`src/calendar_clock_second_adder_top_assert.svh`:
```
// Assertion macros shared by the calendar clock RTL.
`ifndef CALENDAR_CLOCK_SECOND_ADDER_TOP_ASSERT_SVH
`define CALENDAR_CLOCK_SECOND_ADDER_TOP_ASSERT_SVH

// Same-cycle implication, disabled while reset is high.
`define CCSA_ASSERT_NOW(lbl, clk, rst, ante, cons, msg) \
   lbl: assert property (@(posedge clk) disable iff (rst) (ante) |-> (cons)) else $error(msg);

// Next-cycle implication, disabled while reset is high.
`define CCSA_ASSERT_NEXT(lbl, clk, rst, ante, cons, msg) \
   lbl: assert property (@(posedge clk) disable iff (rst) (ante) |=> (cons)) else $error(msg);

`endif

```
`src/ccsa_pkg.sv`:
```
// Shared types and constants of the calendar clock.
`default_nettype none

package ccsa_pkg;

   // Operation codes carried in tuser
   localparam logic [1:0] FUNC_ADD  = 2'd0;
   localparam logic [1:0] FUNC_TIME = 2'd1;
   localparam logic [1:0] FUNC_DATE = 2'd2;

   // Channel widths
   localparam int REQ_DATA_W = 72;
   localparam int REQ_USER_W = 2;
   localparam int RSP_DATA_W = 40;

   // Shared divider widths
   localparam int DIV_W = 32;
   localparam int REM_W = 7;

   // Divisors of the carry chain and of the leap-year split
   localparam logic [REM_W-1:0] SECS_PER_MIN   = 7'd60;
   localparam logic [REM_W-1:0] HOURS_PER_DAY  = 7'd24;
   localparam logic [REM_W-1:0] YEARS_PER_CENT = 7'd100;

   // Rounded-up reciprocals, exact for any 32-bit dividend
   localparam logic [DIV_W-1:0] RECIP_MIN   = 32'h8888_8889;  // 2^37 / 60
   localparam logic [DIV_W-1:0] RECIP_HOUR  = 32'hAAAA_AAAB;  // 2^36 / 24
   localparam logic [DIV_W-1:0] RECIP_CENT  = 32'h51EB_851F;  // 2^37 / 100
   localparam int               SHIFT_LONG  = 37;
   localparam int               SHIFT_SHORT = 36;

   // Calendar constants
   localparam logic [3:0]  MONTHS_PER_YEAR = 4'd12;
   localparam logic [13:0] LAST_YEAR       = 14'd9999;
   localparam logic [6:0]  LAST_YEAR_REM   = 7'd99;

   // Sequencer to calendar control
   typedef struct packed {
      logic load;      // take a new date
      logic set_leap;  // take year / 100 split
      logic step;      // advance one day
   } cal_ctl_type;

endpackage

`default_nettype wire

```
`src/calendar_clock_second_adder_top.sv`:
```
// Load time or unused code: the result is posted directly. Load date: the year is split by 100
// on the shared divider (taken at once below year 100, else through its product and result stages).
// Add: three carry passes on one shared reciprocal divider (sec/60, min/60, hour/24), each pass
// taken at once when nothing carries, else through the product and result stages; then the carried
// days are stepped one at a time and the result is posted. A new request is taken
// the cycle after its result is posted, even while that result waits. Synchronous reset clears
// to 0001-01-01 00:00:00 with no result pending.
`default_nettype none
`include "calendar_clock_second_adder_top_assert.svh"

module calendar_clock_second_adder_top (
   input  logic                              clock,
   input  logic                              reset,
   input  logic                              req_tvalid,
   output logic                              req_tready,
   // [30:0] seconds_to_add, [35:31] load_hour, [41:36] load_minute,
   // [47:42] load_second, [61:48] load_year, [65:62] load_month,
   // [70:66] load_day, [71] zero
   input  logic [ccsa_pkg::REQ_DATA_W-1:0]   req_tdata,
   // [1:0] func
   input  logic [ccsa_pkg::REQ_USER_W-1:0]   req_tuser,
   output logic                              rsp_tvalid,
   input  logic                              rsp_tready,
   // [13:0] cur_year, [17:14] cur_month, [22:18] cur_day,
   // [27:23] cur_hour, [33:28] cur_minute, [39:34] cur_second
   output logic [ccsa_pkg::RSP_DATA_W-1:0]   rsp_tdata
);
   import ccsa_pkg::*;

   localparam logic [2:0] S_IDLE = 3'd0;
   localparam logic [2:0] S_SEC  = 3'd1;
   localparam logic [2:0] S_MIN  = 3'd2;
   localparam logic [2:0] S_HOUR = 3'd3;
   localparam logic [2:0] S_DAYS = 3'd4;
   localparam logic [2:0] S_YEAR = 3'd5;
   localparam logic [2:0] S_OUT  = 3'd6;

   // Request fields
   logic [30:0] in_secs;
   logic [4:0]  in_hour;
   logic [5:0]  in_minute;
   logic [5:0]  in_second;
   logic [13:0] in_year;
   logic [3:0]  in_month;
   logic [4:0]  in_day;
   logic [1:0]  in_func;

   logic [2:0]            state_ff, state_in;
   logic [5:0]            sec_ff, sec_in;
   logic [5:0]            min_ff, min_in;
   logic [4:0]            hour_ff, hour_in;
   logic [14:0]           days_ff, days_in;
   logic                  rsp_valid_ff, rsp_valid_in;
   logic [RSP_DATA_W-1:0] rsp_data_ff, rsp_data_in;

   logic                  req_fire;
   logic                  slot_free;
   logic                  div_start;
   logic [DIV_W-1:0]      div_dividend;
   logic [REM_W-1:0]      div_divisor;
   logic                  div_done;
   logic [DIV_W-1:0]      div_quo;
   logic [REM_W-1:0]      div_rem;
   cal_ctl_type           cal_ctl;
   logic [13:0]           cal_year;
   logic [3:0]            cal_month;
   logic [4:0]            cal_day;

   assign in_secs   = req_tdata[30:0];
   assign in_hour   = req_tdata[35:31];
   assign in_minute = req_tdata[41:36];
   assign in_second = req_tdata[47:42];
   assign in_year   = req_tdata[61:48];
   assign in_month  = req_tdata[65:62];
   assign in_day    = req_tdata[70:66];
   assign in_func   = req_tuser[1:0];

   assign req_tready = (state_ff == S_IDLE);
   assign req_fire   = req_tvalid && req_tready;
   assign slot_free  = !rsp_valid_ff || rsp_tready;

   // Sequencer: time and date loads; for an add, carry chain through the shared divider, then day stepping
   always_comb begin
      state_in     = state_ff;
      sec_in       = sec_ff;
      min_in       = min_ff;
      hour_in      = hour_ff;
      days_in      = days_ff;
      div_start    = 1'b0;
      div_dividend = '0;
      div_divisor  = SECS_PER_MIN;
      cal_ctl      = '0;
      unique case (state_ff)
         S_IDLE: begin
            if (req_fire) begin
               unique case (in_func)
                  FUNC_ADD: begin
                     div_start    = 1'b1;
                     div_dividend = {26'd0, sec_ff} + {1'b0, in_secs};
                     div_divisor  = SECS_PER_MIN;
                     state_in     = S_SEC;
                  end
                  FUNC_TIME: begin
                     hour_in  = in_hour;
                     min_in   = in_minute;
                     sec_in   = in_second;
                     state_in = S_OUT;
                  end
                  FUNC_DATE: begin
                     cal_ctl.load = 1'b1;
                     div_start    = 1'b1;
                     div_dividend = {18'd0, in_year};
                     div_divisor  = YEARS_PER_CENT;
                     state_in     = S_YEAR;
                  end
                  default: state_in = S_OUT;
               endcase
            end
         end
         S_SEC: begin
            if (div_done) begin
               sec_in       = div_rem[5:0];
               div_start    = 1'b1;
               div_dividend = {26'd0, min_ff} + div_quo;
               div_divisor  = SECS_PER_MIN;
               state_in     = S_MIN;
            end
         end
         S_MIN: begin
            if (div_done) begin
               min_in       = div_rem[5:0];
               div_start    = 1'b1;
               div_dividend = {27'd0, hour_ff} + div_quo;
               div_divisor  = HOURS_PER_DAY;
               state_in     = S_HOUR;
            end
         end
         S_HOUR: begin
            if (div_done) begin
               hour_in  = div_rem[4:0];
               days_in  = div_quo[14:0];
               state_in = S_DAYS;
            end
         end
         S_DAYS: begin
            if (days_ff == 15'd0) begin
               state_in = S_OUT;
            end else begin
               cal_ctl.step = 1'b1;
               days_in      = days_ff - 15'd1;
            end
         end
         S_YEAR: begin
            if (div_done) begin
               cal_ctl.set_leap = 1'b1;
               state_in         = S_OUT;
            end
         end
         S_OUT: begin
            if (slot_free) begin
               state_in = S_IDLE;
            end
         end
         default: state_in = S_IDLE;
      endcase
   end

   // Result register
   always_comb begin
      rsp_valid_in = rsp_valid_ff && !rsp_tready;
      rsp_data_in  = rsp_data_ff;
      if ((state_ff == S_OUT) && slot_free) begin
         rsp_valid_in = 1'b1;
         rsp_data_in  = {sec_ff, min_ff, hour_ff, cal_day, cal_month, cal_year};
      end
   end

   always_ff @(posedge clock) begin
      if (reset) begin
         state_ff     <= S_IDLE;
         sec_ff       <= 6'd0;
         min_ff       <= 6'd0;
         hour_ff      <= 5'd0;
         days_ff      <= 15'd0;
         rsp_valid_ff <= 1'b0;
      end else begin
         state_ff     <= state_in;
         sec_ff       <= sec_in;
         min_ff       <= min_in;
         hour_ff      <= hour_in;
         days_ff      <= days_in;
         rsp_valid_ff <= rsp_valid_in;
      end
      rsp_data_ff <= rsp_data_in;
   end

   ccsa_div u_div (
      .clock     (clock),
      .reset     (reset),
      .start     (div_start),
      .dividend  (div_dividend),
      .divisor   (div_divisor),
      .done      (div_done),
      .quotient  (div_quo),
      .remainder (div_rem)
   );

   ccsa_cal u_cal (
      .clock      (clock),
      .reset      (reset),
      .ctl        (cal_ctl),
      .load_year  (in_year),
      .load_month (in_month),
      .load_day   (in_day),
      .cent_rem   (div_rem),
      .cent_quo   (div_quo[1:0]),
      .year       (cal_year),
      .month      (cal_month),
      .day        (cal_day)
   );

   assign rsp_tvalid = rsp_valid_ff;
   assign rsp_tdata  = rsp_data_ff;

   // Divider completes only while the sequencer waits on it
   `CCSA_ASSERT_NOW(a_div_done_waited, clock, reset, div_done,
      (state_ff == S_SEC) || (state_ff == S_MIN) || (state_ff == S_HOUR) || (state_ff == S_YEAR),
      "divider done outside a carry pass")
   // Pending days exist only during day stepping
   `CCSA_ASSERT_NOW(a_days_in_step, clock, reset, days_ff != 15'd0,
      state_ff == S_DAYS, "days pending outside day stepping")
   // After an add the time of day is normalized
   `CCSA_ASSERT_NOW(a_time_normal, clock, reset,
      (state_ff == S_OUT) && ($past(state_ff) == S_DAYS),
      (sec_ff < 6'd60) && (min_ff < 6'd60) && (hour_ff < 5'd24),
      "time not normalized after add")
   // Posting a result returns the sequencer to idle
   `CCSA_ASSERT_NEXT(a_out_to_idle, clock, reset, (state_ff == S_OUT) && slot_free,
      (state_ff == S_IDLE) && rsp_tvalid, "result not posted")

endmodule

`default_nettype wire

```
`src/ccsa_div.sv`:
```
// Shared divider by a small constant: reciprocal multiply, then quotient and remainder.
`default_nettype none

module ccsa_div (
   input  logic                           clock,
   input  logic                           reset,
   input  logic                           start,
   input  logic [ccsa_pkg::DIV_W-1:0]     dividend,
   input  logic [ccsa_pkg::REM_W-1:0]     divisor,
   output logic                           done,
   output logic [ccsa_pkg::DIV_W-1:0]     quotient,
   output logic [ccsa_pkg::REM_W-1:0]     remainder
);
   import ccsa_pkg::*;

   logic                busy_mul_ff, busy_mul_in;  // operands held, product next
   logic                busy_fin_ff, busy_fin_in;  // product held, result next
   logic                done_ff, done_in;
   logic                long_ff, long_in;          // shift by SHIFT_LONG, else SHIFT_SHORT
   logic [DIV_W-1:0]    dvd_ff, dvd_in;
   logic [DIV_W-1:0]    recip_ff, recip_in;
   logic [REM_W-1:0]    dvs_ff, dvs_in;
   logic [2*DIV_W-1:0]  prod_ff, prod_in;
   logic [DIV_W-1:0]    quo_ff, quo_in;
   logic [REM_W-1:0]    rem_ff, rem_in;
   logic [DIV_W-1:0]    prod_quo;
   logic [2*REM_W-1:0]  back;

   // Quotient from the scaled product; the remainder is below 128, so low bits suffice
   assign prod_quo = long_ff ? DIV_W'(prod_ff >> SHIFT_LONG) : DIV_W'(prod_ff >> SHIFT_SHORT);
   assign back     = {{REM_W{1'b0}}, prod_quo[REM_W-1:0]} * {{REM_W{1'b0}}, dvs_ff};

   // Pass setup, product stage, result stage
   always_comb begin
      busy_mul_in = 1'b0;
      busy_fin_in = busy_mul_ff;
      done_in     = 1'b0;
      long_in     = long_ff;
      dvd_in      = dvd_ff;
      recip_in    = recip_ff;
      dvs_in      = dvs_ff;
      prod_in     = prod_ff;
      quo_in      = quo_ff;
      rem_in      = rem_ff;
      if (busy_mul_ff) begin
         // upper operand halves are zero: a 32 x 32 product
         prod_in = (2*DIV_W)'(dvd_ff) * (2*DIV_W)'(recip_ff);
      end
      if (busy_fin_ff) begin
         quo_in  = prod_quo;
         rem_in  = dvd_ff[REM_W-1:0] - back[REM_W-1:0];
         done_in = 1'b1;
      end
      if (start) begin
         if (dividend < {{(DIV_W-REM_W){1'b0}}, divisor}) begin
            // nothing to carry: quotient zero, dividend is the remainder
            quo_in  = '0;
            rem_in  = dividend[REM_W-1:0];
            done_in = 1'b1;
         end else begin
            dvd_in      = dividend;
            dvs_in      = divisor;
            busy_mul_in = 1'b1;
            case (divisor)
               HOURS_PER_DAY: begin
                  recip_in = RECIP_HOUR;
                  long_in  = 1'b0;
               end
               YEARS_PER_CENT: begin
                  recip_in = RECIP_CENT;
                  long_in  = 1'b1;
               end
               default: begin
                  recip_in = RECIP_MIN;
                  long_in  = 1'b1;
               end
            endcase
         end
      end
   end

   always_ff @(posedge clock) begin
      if (reset) begin
         busy_mul_ff <= 1'b0;
         busy_fin_ff <= 1'b0;
         done_ff     <= 1'b0;
      end else begin
         busy_mul_ff <= busy_mul_in;
         busy_fin_ff <= busy_fin_in;
         done_ff     <= done_in;
      end
      long_ff  <= long_in;
      dvd_ff   <= dvd_in;
      recip_ff <= recip_in;
      dvs_ff   <= dvs_in;
      prod_ff  <= prod_in;
      quo_ff   <= quo_in;
      rem_ff   <= rem_in;
   end

   assign done      = done_ff;
   assign quotient  = quo_ff;
   assign remainder = rem_ff;

endmodule

`default_nettype wire

```
`src/ccsa_cal.sv`:
```
// Date registers with Gregorian day stepping and incremental leap tracking.
`default_nettype none

module ccsa_cal (
   input  logic                  clock,
   input  logic                  reset,
   input  ccsa_pkg::cal_ctl_type ctl,
   input  logic [13:0]           load_year,
   input  logic [3:0]            load_month,
   input  logic [4:0]            load_day,
   input  logic [6:0]            cent_rem,
   input  logic [1:0]            cent_quo,
   output logic [13:0]           year,
   output logic [3:0]            month,
   output logic [4:0]            day
);
   import ccsa_pkg::*;

   logic [13:0] year_ff, year_in;
   logic [3:0]  month_ff, month_in;
   logic [4:0]  day_ff, day_in;
   logic [6:0]  yrem_ff, yrem_in;    // year mod 100
   logic [1:0]  ycent_ff, ycent_in;  // (year / 100) mod 4
   logic        leap;
   logic [4:0]  mlen;
   logic [5:0]  day_next;

   // Month length; months outside 1..12 run 31 days
   function automatic logic [4:0] month_days(input logic [3:0] m, input logic lp);
      logic [4:0] len;
      case (m)
         4'd2:                      len = lp ? 5'd29 : 5'd28;
         4'd4, 4'd6, 4'd9, 4'd11:   len = 5'd30;
         default:                   len = 5'd31;
      endcase
      return len;
   endfunction

   // Leap: div by 4 and not by 100, or div by 400
   assign leap     = (yrem_ff == 7'd0) ? (ycent_ff == 2'd0) : (yrem_ff[1:0] == 2'd0);
   assign mlen     = month_days(month_ff, leap);
   assign day_next = {1'b0, day_ff} + 6'd1;

   always_comb begin
      year_in  = year_ff;
      month_in = month_ff;
      day_in   = day_ff;
      yrem_in  = yrem_ff;
      ycent_in = ycent_ff;
      if (ctl.load) begin
         year_in  = load_year;
         month_in = load_month;
         day_in   = load_day;
      end else if (ctl.set_leap) begin
         yrem_in  = cent_rem;
         ycent_in = cent_quo;
      end else if (ctl.step) begin
         if (day_next > {1'b0, mlen}) begin
            day_in = 5'd1;
            if (month_ff >= MONTHS_PER_YEAR) begin
               month_in = 4'd1;
               if (year_ff >= LAST_YEAR) begin
                  // wrap to year 1
                  year_in  = 14'd1;
                  yrem_in  = 7'd1;
                  ycent_in = 2'd0;
               end else begin
                  year_in = year_ff + 14'd1;
                  if (yrem_ff == LAST_YEAR_REM) begin
                     yrem_in  = 7'd0;
                     ycent_in = ycent_ff + 2'd1;
                  end else begin
                     yrem_in = yrem_ff + 7'd1;
                  end
               end
            end else begin
               month_in = month_ff + 4'd1;
            end
         end else begin
            day_in = day_next[4:0];
         end
      end
   end

   always_ff @(posedge clock) begin
      if (reset) begin
         year_ff  <= 14'd1;
         month_ff <= 4'd1;
         day_ff   <= 5'd1;
         yrem_ff  <= 7'd1;
         ycent_ff <= 2'd0;
      end else begin
         year_ff  <= year_in;
         month_ff <= month_in;
         day_ff   <= day_in;
         yrem_ff  <= yrem_in;
         ycent_ff <= ycent_in;
      end
   end

   assign year  = year_ff;
   assign month = month_ff;
   assign day   = day_ff;

endmodule

`default_nettype wire

```
`config.mk`:
```
export PLATFORM = sky130hd
export DESIGN_NAME = calendar_clock_second_adder_top
export DESIGN_NICKNAME = d
export VERILOG_FILES = /design/src/ccsa_pkg.sv /design/src/calendar_clock_second_adder_top.sv /design/src/ccsa_div.sv /design/src/ccsa_cal.sv
export VERILOG_INCLUDE_DIRS = /design/src /design/src/src
export SDC_FILE = /design/constraint.sdc
export NUM_CORES = 2
export LEC_CHECK = 0
export BUFFER_PORTS_ARGS = -buffer_cell sky130_fd_sc_hd__buf_2
export CAP_MARGIN = 20
export CORE_MARGIN = 10
export CORE_UTILIZATION = 35
export CTS_CLUSTER_DIAMETER = 50
export CTS_CLUSTER_SIZE = 8
export DETAILED_ROUTE_END_ITERATION = 6
export GPL_TIMING_DRIVEN = 1
export SLEW_MARGIN = 40
export SYNTH_ARGS = -nofsm -noshare
export SYNTH_HDL_FRONTEND = slang
export SYNTH_SLANG_ARGS = --single-unit
```
`constraint.sdc`:
```
create_clock -name clock -period 9.35 [get_ports clock]
set_input_delay 0.4675 -clock clock [delete_from_list [all_inputs] [get_ports clock]]
set_output_delay 0.4675 -clock clock [all_outputs]
set_load 0.01 [all_outputs]
```
==> results by group <==
Run status
  – Status: finished, final reports clean

Detailed routing
  – Vias per std cell: approximately 5.1
  – Initial DRC Count: 2071
  – Routed length per placed instance: 21.9 µm
  – Total Wirelength: between 100 and 150 mm
  – DRT Pass-1 Iters: 6
  – Post-route DRC: 0
  – Vias: approximately 29000
  – Routed Antenna Nets: 0

Setup path
  – Slowest cell on the critical path: fa_1
  – CP max stage delay: around 610 ps
  – Critical Setup Path Class: flip-flop to flip-flop
  – Worst setup EP type: flip-flop
  – Worst flop-to-flop path startpoint: u_div.recip_ff[30]
  – CP Launch Type: flip-flop
  – WP data required: around 9800 ps
  – CP max FO: 25
  – CP dominant cell by count: fa_1
  – R2R Path End: u_div.prod_ff[62]
  – R2R cell count: 30
  – Reg2reg setup slack: around 380 ps
  – WP data arrival: roughly 9400 ps

GRT
  – Largest net degree at the start of global routing: between 60 and 70
  – First-pass GRT wire length: approximately 190 mm
  – Grt total ovfl: 0
  – Total track usage: 0.201
  – Antenna violations before repair: 3
  – Vias in the first global route: between 30000 and 40000

STA
  – Fin crit period: about 9000 ps
  – Final setup viols: 0
  – Slew Limit Fails: 0
  – Final number of hold-violating endpoints: 0
  – RSZ-0062 raised after global routing: false
  – Worst slew pin tran: between 800 and 900 ps
  – Setup TNS: 0 ps
  – Fmax: 111 MHz
  – Slew margin rel.: 0.448
  – Tcrit/Tclk final: 0.959
  – Clock skew: just under 30 ps

Floorplanning
  – I/O pin count: 120
  – Die W: about 350 µm
  – DIE AREA: roughly 120000 µm²
  – Placeable Area: roughly 110000 µm²
  – # rows: 120
  – Initial core utilization: 0.353
  – Die Ht: about 350 µm

Layout
  – FF+latch area: 5450 µm²
  – Commonest non-fill, non-tap cell in the layout: inv_1
  – Area Growth Syn to Fin: 12.7%
  – Layout cells sized above 1: 0.0991
  – Fill cells: ~11000
  – Most frequent cells in the layout: inv_1, fa_1, ha_1, buf_4, nand2_1
  – Nets: roughly 5400
  – Multi-input gate area: between 20000 and 30000 µm²

Clocking
  – Cts repair resizes: 0
  – Num Clock Sinks: 218
  – Setup Buffers After CTS: 0
  – CTS tree: built
  – Clk pin slew, worst setup/hold paths: about 50 ps
  – Hold Buf Count CTS: 0
  – H-tree levels: 2
  – CTS Buf Count: 37
  – Clock root cell: clkbuf_16
  – Clk buf depth: 3
  – Later-pin clock latency in the skew report: 560 ps

Worst hold path
  – Worst hold-check path type: input port to flip-flop
  – Hold Startpoint: req_tdata[66]
  – WHS Path Cells: 3
  – Hold Crit Endpoint: u_cal.day[0]

Synth
  – Synth Register Bits: 218
  – Syn avg cell area: a little under 10 µm²
  – Register area share after synthesis: 0.144
  – Top cell type's share of synthesized area: 0.356
  – Synthesized area: roughly 38000 µm²
  – Leading area contributor after synthesis: fa_1
  – Post-synth net total: 5104
  – Post-synthesis async set-or-reset flop share: 0
  – Synth unique cells: 83
  – Mapped Cells: ~3900
  – Area contributors post-synth: fa_1, ha_1, inv_1
  – EDFF count, synth: roughly 110
  – Most used flip-flop cell after synthesis: dfxtp_1
  – Yosys warning total: 0

Placement
  – GPL Wtd Cong: ~1
  – Post-detail-place hpwl: about 110 mm
  – # port buffers: around 120

Flow run
  – Max-cap violations: 0
registers in the layout, summed over array words and instances, names as in the netlist, 2 cells and up:
signal           flops
rsp_tdata           40
u_div.dvd_ff        32
u_div.quotient      32
u_div.prod_ff       28
days_ff             15
u_cal.year          14
u_cal.yrem_ff        7
u_div.remainder      7
min_ff               6
sec_ff               6
hour_ff              5
u_cal.day            5
u_cal.month          4
u_div.recip_ff       4
state_ff             3
u_div.dvs_ff         3
u_cal.ycent_ff       2
stage by stage:
step	instances	hold WS (ps)	utilization	setup WS (ps)	cell area [µm²]
after detailed placement	5494	462	0.387	437	41500
after floorplan	3862	435	-	1420	37900
after CTS	5561	111	0.398	354	42700
after global placement	5490	461	0.387	363	41400
after global routing	5562	154	0.398	46.0	42700
final	5565	128	0.398	381	42700
metal layers:
metal	track usage	wire length, µm
met5	0	0
met4	0.0736	4930
met3	0.0258	7380
met2	0.329	56400
met1	0.271	53000
cells in the mapped netlist, drive strengths merged (11+ instances only):
library cell / n
a22oi: 20
mux2: 13
xnor2: 107
o211ai: 25
nand3: 61
nand2b: 17
nor2b: 27
ha: 491
nor4: 12
nor2: 178
a211oi: 71
o31ai: 11
inv: 914
o21bai: 31
xor2: 35
o22ai: 13
fa: 673
dfxtp: 110
mux2i: 43
nor3: 34
a311oi: 13
clkbuf: 72
o21ai: 119
and2: 87
nand2: 193
a21oi: 124
o21a: 11
buf: 22
edfxtp: 108
and3: 25
nand4: 35
a21o: 36
cells by family (layout without fill, tap and decap cells):
| family | count (synthesis) | count (layout) | share of synthesized area |
|---|---|---|---|
| adder cells (fa/ha/maj) | 1166 | 1166 | 0.518 |
| buffers and inverters | 1014 | 1310 | 0.101 |
| AND/OR/NAND/NOR | 717 | 717 | 0.0936 |
| AO/OA/AOI/OAI | 549 | 549 | 0.0951 |
| flip-flops | 218 | 218 | 0.144 |
| XOR/XNOR | 142 | 142 | 0.0328 |
| multiplexers | 56 | 56 | 0.0152 |
| other | 0 | 4 | 0 |
cell type report:
type,count,share of cell area
Multi-Input combinational cell,2630,0.671
Clock inverter,9,0.00182
Timing Repair Buffer,323,0.0526
Inverter,920,0.0809
Antenna cell,4,0.000234
Tap cell,1403,0.0411
Clock buffer,58,0.0248
Sequential cell,218,0.128
how the worst max path moves through the flow:
stage,slack [ps],cells past startpoint,end,from
after floorplan,1420,29,u_div.prod_ff[56],u_div.recip_ff[30]
after global placement,360,33,u_div.prod_ff[62],u_div.recip_ff[30]
after detailed placement,440,33,u_div.prod_ff[62],u_div.recip_ff[30]
after CTS,350,33,u_div.prod_ff[62],u_div.recip_ff[30]
after global routing,50,31,u_div.prod_ff[62],u_div.recip_ff[30]
final,380,30,u_div.prod_ff[62],u_div.recip_ff[30]
critical path, delay by kind of cell (launching register included):
kind,cells,cell delay (ps)
compound gates,7,1310
xor+xnor,1,300
fa+ha+maj,9,4220
buf+inv,9,1420
flops,1,370
simple gates,4,1180
Power is left out: the tool's default activity adds up to more than one toggle a clock period on the data nets, which glitch-free logic cannot reach.
